`src/rtl/core/bbuf_pkg.sv`:
```
// Package for the LSB-first bit buffer: sizes, request and status codes,
// sequencer states and shift unit modes. No dependencies.
package bbuf_pkg;

  localparam int CAP_BYTES = 1024;
  localparam int IDX_W     = $clog2(CAP_BYTES);
  localparam int LEN_W     = 14;
  localparam int REQ_W     = 3;
  localparam int VAL_W     = 8;
  localparam int ST_W      = 2;
  localparam int SH_W      = 3;

  localparam logic [LEN_W:0] CAP_BITS = (LEN_W + 1)'(CAP_BYTES * 8);

  localparam logic [ST_W-1:0] ST_OK    = 2'd0;
  localparam logic [ST_W-1:0] ST_FULL  = 2'd1;
  localparam logic [ST_W-1:0] ST_RANGE = 2'd2;

  typedef enum logic [REQ_W-1:0] {
    REQ_STORE_BIT  = 3'd0,
    REQ_STORE_BYTE = 3'd1,
    REQ_REMOVE     = 3'd2,
    REQ_TRUNCATE   = 3'd3,
    REQ_READ_BIT   = 3'd4,
    REQ_READ_BYTE  = 3'd5,
    REQ_CLEAR      = 3'd6
  } req_t;

  typedef enum logic [2:0] {
    S_IDLE,
    S_EXEC,
    S_MERGE,
    S_WR_HI,
    S_RD_LO,
    S_RD_HI
  } state_t;

  typedef enum logic {
    SH_INSERT,
    SH_EXTRACT
  } sh_op_t;

endpackage

```
`src/rtl/core/bbuf_shift.sv`:
```
// Shared 16-bit rotate unit: aligns a byte into a byte pair for stores and
// pulls a byte out of a byte pair for reads. Depends on bbuf_pkg.
module bbuf_shift (
  input  bbuf_pkg::sh_op_t                op,
  input  logic [bbuf_pkg::SH_W-1:0]       amt,
  input  logic [2*bbuf_pkg::VAL_W-1:0]    din,
  output logic [2*bbuf_pkg::VAL_W-1:0]    dout
);
  import bbuf_pkg::*;

  logic [SH_W:0]        rot;
  logic [4*VAL_W-1:0]   dbl;
  logic [4*VAL_W-1:0]   shifted;

  // insert = rotate left by amt = rotate right by 16 - amt
  assign rot     = (op == SH_EXTRACT) ? {1'b0, amt} : ((SH_W + 1)'(0) - {1'b0, amt});
  assign dbl     = {din, din};
  assign shifted = dbl >> rot;
  assign dout    = shifted[2*VAL_W-1:0];

endmodule

```
`config.mk`:
```
export PLATFORM = sky130hd
export DESIGN_NAME = bbuf_shift
export DESIGN_NICKNAME = d
export VERILOG_FILES = /design/src/rtl/core/bbuf_pkg.sv /design/src/rtl/core/bbuf_shift.sv
export SDC_FILE = /design/constraint.sdc
export NUM_CORES = 1
export LEC_CHECK = 0
export ABC_AREA = 1
export ABC_CLOCK_PERIOD_IN_PS = 3460
export BUFFER_PORTS_ARGS = -buffer_cell sky130_fd_sc_hd__buf_2
export CELL_PAD_IN_SITES_DETAIL_PLACEMENT = 2
export CELL_PAD_IN_SITES_GLOBAL_PLACEMENT = 2
export CORE_MARGIN = 5
export CORE_UTILIZATION = 25
export DETAILED_ROUTE_END_ITERATION = 8
export MAX_ROUTING_LAYER = met4
export PLACE_DENSITY_LB_ADDON = 0.05
export SLEW_MARGIN = 5
export SYNTH_ARGS = -nofsm -noshare
export SYNTH_HDL_FRONTEND = slang
export SYNTH_SLANG_ARGS = --single-unit
```
`constraint.sdc`:
```
create_clock -name vclk -period 3.46
set_input_delay 0 -clock vclk [all_inputs]
set_output_delay 0 -clock vclk [all_outputs]
set_load 0.01 [all_outputs]
```
Word level (Yosys, flattened, before mapping)
Index checks and enable logic that the tools add are counted.
{ "op_classes": {"addsub": 1, "n_shift": 1, "muxes": 1} }
{ "op_table": {"columns": ["op", "count"], "rows": [
  ["$shr 32x4->16", 1],
  ["$mux 4", 1],
  ["$sub 1x3->4 const A", 1]
]} }
{ "totals": {"reg_bits": 0, "input_bits": 20} }

Depth between registers and ports, before layout
Gate-level depths: netlist of run 1.
{ "logic_depth": {"depth_word": 3, "mapped_depth": 13, "ltp_nobuf": 10} }

Worst setup path before layout of run 1
Ideal clock, no wire load.
{ "synth_path": {"path_type": "input port to output port", "startpoint": "in amt[0] in the netlist's numbering", "endpoint": "out dout[3] in the netlist's numbering", "path_buffers": 3, "arrival_ns": 1.318, "slack_ns": 2.142, "cell_stages": 12, "path_cell_list": "buf_4 -> inv_4 -> buf_4 -> ha_1 -> inv_1 -> nand2_1 -> nand2_2 -> buf_6 -> nand2_1 -> nand3_2 -> nand3_1 -> nand2_1"} }
{ "synth_between": {"elab_chain_len": 3} }
{ "synth_rtl": {"columns": ["item", "line_no", "rtl"], "rows": [
  ["start: declaration", "bbuf_shift.sv:5", "input logic [bbuf_pkg::SH_W-1:0] amt,"],
  ["$sub 1x3->4", "bbuf_shift.sv:16", "assign rot = (op == SH_EXTRACT) ? {1'b0, amt} : ((SH_W + 1)'(0) - {1'b0, amt});"],
  ["$mux 4 (*)", "bbuf_shift.sv:16", null],
  ["$shr 32x4->16 (*)", "bbuf_shift.sv:18", "assign shifted = dbl >> rot;"],
  ["end: declaration", "bbuf_shift.sv:7", "output logic [2*bbuf_pkg::VAL_W-1:0] dout"]
]} }
Mark *: on every way between the ends. The rest lies on a longest branch, timed or not.

Worst setup path in the final report of run 1
{ "layout_path": {"startpoint": "in amt[0] in the netlist's numbering", "endpoint": "out dout[6] in the netlist's numbering"} }
Same word-level chain as after synthesis.

==> run metrics, run 1 <==
status complete, no violations; Area growth, synth to finish 10.68%; most frequent cells in the layout nand2_1 (146), nand3_1 (53), buf_2 (36); largest net degree at the start of global routing 29; Via Count 1627; core area 4692 sq um; postcts setup bufs 0; simple-gate share of the synthesized area 79.98%; Slew Viols, Final 0; Max stage delay cell, worst path buf_2; largest family of logic cells by synthesized area simple AND/OR/NAND/NOR gates; I/O pin cnt 36; Pre-Repair DR Iteration Count 4; complex-gate fraction of the synthesized area 2.593%; Post-DP Area 1335 sq um; CP required 3.46 ns; worst path bufs/invs 4; kind of path behind the tightest hold check primary input to primary output; Finished Cell Area 1335 sq um; Tmin final 2.064 ns; crit end category primary output; final wirelength 4.823 mm; Syn Std Cell Area 1206 sq um; CP max FO 28; critical path type primary input to primary output; Die Area 6314 sq um; unrepaired setup endpoints after global routing no; post-synth top area cell nand2_1; main area contributors after synthesis nand2_1 (45%), nand3_1 (22%), nand2_2 (8.8%); Leak 0.0008455 uW; final net count 303; via density per instance 4.871; Max Cap Violations 0; I/O Buffers 36; post-synthesis cell type count 18; Final period util 59.64%; Post-DP HPWL 4.050 mm; critical path's top delay family simple AND/OR/NAND/NOR gates; CTS resizes 0; Max IR drop VDD 51.15 uV; gr ovfl total 0; Antenna Nets Post-Route 0; Die W 79.46 microns; Seq/Total Area, Yosys 0%; setup_tns 0 ns; CP Cell Sequence buf_2, inv_4, ha_1, inv_1, nand2_1, nand2_2, nand2_1, nand2_1, nand2_2, nand3_1, nand2_1, buf_2; CP most frequent cell nand2_1; synth warn 0; iteration-0 DRC count of the detailed router 69; multiplexer area fraction after synthesis 0%; layout cell share with drive strength beyond 1 22.14%; clock buffer count 0; antenna fix cells 0; drc violations 0; worst slew pin tran 0.5485 ns; post-synthesis xor/xnor area fraction 0%; worst rel slew slack 63.43%; Fin. Hold Viols 0; f_max 0.4846 GHz; Tot GR Track Use 16.19%; FF+latch count 0; WHS 0.5593 ns; Pwr Density 205.8 nW/um^2; DR WL/cell 14.44 microns; Place WS 1.345 ns; syn nets 278; Starting Density 25.71%; Sequential Area 0 sq um; Placer Congestion 0.8386; overall power 274.7 uW; # hold bufs at CTS 0; Avg Synthesized Cell Area 4.693 sq um; Mapped Cells 257; max incr delay on CP 0.40 ns; critical path arrival 2.06 ns; Site Rows 25; # setup viols final 0; first-pass GRT wire length 8.342 mm; share of the synthesized area in the top cell type 45.44%; antenna violations before repair 0; worst setup margin 1.396 ns; vias in the first global route 1698; Die Height 79.46 microns; commonest non-fill, non-tap cell in the layout nand2_1; Critical Path Source Type primary input; post-synthesis adder-cell area fraction 1.037%; Filler Cells Inserted 673
## Yosys cell counts
master,n
inv_2,2
o21ai_1,1
nand3_1,53
ha_1,1
nor2_1,1
a31oi_4,1
nand3_2,3
o21ai_0,1
nand2_1,146
buf_6,5
inv_1,15
buf_2,4
buf_4,3
buf_12,1
nand2_4,1
nand2_2,17
inv_6,1
inv_4,1
## power breakdown
| group | switching [uW] | internal, uW |
|---|---|---|
| Sequential | 0 | 0 |
| Combinational | 184 | 91.1 |
| Clock | 0 | 0 |
## logic make-up after synthesis
kind of cell             Yosys count
AO/OA/AOI/OAI                      3
adder cells (fa/ha/maj)            1
AND/OR/NAND/NOR                  221
buffers and inverters             32
## through the flow
step                utilization (%)  std cells
floorplan                         -        257
global placement              28.45        334
detailed placement            28.45        334
CTS                           28.45        334
global route                  28.45        334
finish                        28.45        334
## layer usage
| metal | up-vias | track usage, % | share of wire [%] |
|---|---|---|---|
| met5 | - | - | 0 |
| met4 | 0 | 0 | 0 |
| met3 | 0 | 0.2257 | 1.6 |
| met2 | 17 | 28.80 | 48 |
| met1 | 763 | 21.88 | 51 |
| li1 | 847 | - | - |
## tightest hold or removal path, delay by kind of cell
family,cells,cell delay (ns)
buf+inv,2,0.29
compound gates,1,0.12
simple gates,2,0.14
## final cells by class
| cell class | instances | area (sq um) | share of cell area, % |
|---|---|---|---|
| well taps | 54 | 67.56 | 5.061 |
| inverters | 19 | 78.83 | 5.904 |
| multi-input cells | 225 | 1008 | 75.54 |
| repair buffers | 36 | 180.2 | 13.50 |
## final timing paths
kind	slack, ns	cells after the start	start	end
setup / recovery	1.40	12	amt[0]	dout[6]
hold / removal	0.56	5	op	dout[9]
Power figures use the tool's default switching activity.
==> run 2: changes to the inputs <==
--- a/config.mk
+++ b/config.mk
@@ -6,7 +6,7 @@
 export NUM_CORES = 1
 export LEC_CHECK = 0
 export ABC_AREA = 1
-export ABC_CLOCK_PERIOD_IN_PS = 3460
+export ABC_CLOCK_PERIOD_IN_PS = 1900
 export BUFFER_PORTS_ARGS = -buffer_cell sky130_fd_sc_hd__buf_2
 export CELL_PAD_IN_SITES_DETAIL_PLACEMENT = 2
 export CELL_PAD_IN_SITES_GLOBAL_PLACEMENT = 2
==> constraint.sdc (replaced) <==
create_clock -name vclk -period 1.9
set_input_delay 0 -clock vclk [all_inputs]
set_output_delay 0 -clock vclk [all_outputs]
set_load 0.01 [all_outputs]
==> run 2 against run 1 <==
Combinational power rose by 86%. Sequential share of layout area is the same. Worst setup slack got worse by 1.1 ns. Sequential cell count is the same. Cell count up 0.90%. Total power is 86% higher. Critical endpoint is now dout[4]. Via count is 0.80% higher.
==> run metrics, run 2 (synthesized netlist as in run 1, its figures left out) <==
Die Height 79.46 microns; commonest non-fill, non-tap cell in the layout nand2_1; I/O pin cnt 36; Psw 341.2 uW; antenna fix cells 0; Placer Congestion 0.7916; # hold bufs at CTS 0; CP required 1.90 ns; via density per instance 4.866; Site Rows 25; layout cell share with drive strength beyond 1 22.97%; Flop pwr share 0%; setup_tns 0 ns; CP max FO 24; sw frac 66.68%; clock buffer count 0; Comb pwr share 100.0%; # setup viols final 0; gr ovfl total 0; CTS resizes 0; Clk network pwr share 0%; I/O Buffers 36; core area 4692 sq um; Die Area 6314 sq um; Antenna Nets Post-Route 0; f_max 0.6319 GHz; Pre-Repair DR Iteration Count 4; antenna violations before repair 0; status complete, no violations; area of the multi-input gates 1008 sq um; DR WL/cell 14.74 microns; postcts setup bufs 0; Fin. Hold Viols 0; Max IR drop VDD 99.26 uV; hold path depth 5; Filler Cells Inserted 664; Area growth, synth to finish 12.55%; crit end category primary output; most frequent cells in the layout nand2_1 (146), nand3_1 (53), buf_2 (36); overall power 511.7 uW; vias in the first global route 1720; Critical Path Source Type primary input; min-delay src op; Leak 0.0008600 uW; Post-DP Area 1358 sq um; Final period util 83.30%; worst setup margin 0.3174 ns; drc violations 0; Via Count 1640; Tot GR Track Use 16.82%; unrepaired setup endpoints after global routing no; Pwr Density 376.9 nW/um^2; Starting Density 25.71%; first-pass GRT wire length 8.487 mm; Tmin final 1.583 ns; Worst Hold End dout[3]; Max Cap Violations 0; worst slew pin tran 0.5224 ns; largest net degree at the start of global routing 28; P_int 170.5 uW; iteration-0 DRC count of the detailed router 110; Place WS 0.2775 ns; final net count 306; WHS 0.4898 ns; Slew Viols, Final 0; kind of path behind the tightest hold check primary input to primary output; FF+latch count 0; Post-DP HPWL 4.193 mm; final wirelength 4.968 mm; Finished Cell Area 1358 sq um; critical path type primary input to primary output; Die W 79.46 microns; Sequential Area 0 sq um; critical path arrival 1.58 ns; worst rel slew slack 65.05%
-- run 2: power by group through the flow --
stage	clock network (uW)	registers (uW)	logic (uW)
after global routing	0	0	581
final	0	0	512
after CTS	0	0	521
after detailed placement	0	0	519
after global placement	0	0	511
after floorplan	0	0	369
-- run 2: routing by layer --
metal / share of wire (%) / vias to the layer above / track usage (%)
met5: 0 / - / -
met4: 0 / 0 / 0
met3: 1.1 / 0 / 0.1129
met2: 48 / 17 / 29.22
met1: 51 / 766 / 23.36
li1: - / 857 / -
-- run 2: critical path: stages --
cell and delay [ns]:
buf_2 0.10, inv_1 0.12, ha_1 0.26, inv_1 0.06, nand2_1 0.06, nand2_2 0.34
nand2_1 0.18, nand3_1 0.15, nand3_1 0.10, nand2_1 0.07, buf_2 0.12
-- run 2: area by class of cell --
class	count	area share [%]
multi-input combinational	225	74.29
timing repair buffer	39	14.93
inverter	19	5.806
tap	54	4.977
-- run 2: how the worst max path moves through the flow --
stage | from | endpoint | slack, ns | cells after the start
floorplan | amt[0] | dout[3] | 0.58 | 12
global placement | amt[1] | dout[13] | 0.35 | 11
detailed placement | amt[1] | dout[4] | 0.28 | 11
CTS | amt[1] | dout[4] | 0.27 | 11
global route | amt[1] | dout[4] | 0.14 | 11
finish | amt[1] | dout[4] | 0.32 | 11
-- run 2: through the flow --
stage,utilization [%],std cells
after floorplan,-,257
after global placement,28.93,337
after detailed placement,28.93,337
after CTS,28.93,337
after global routing,28.93,337
final,28.93,337
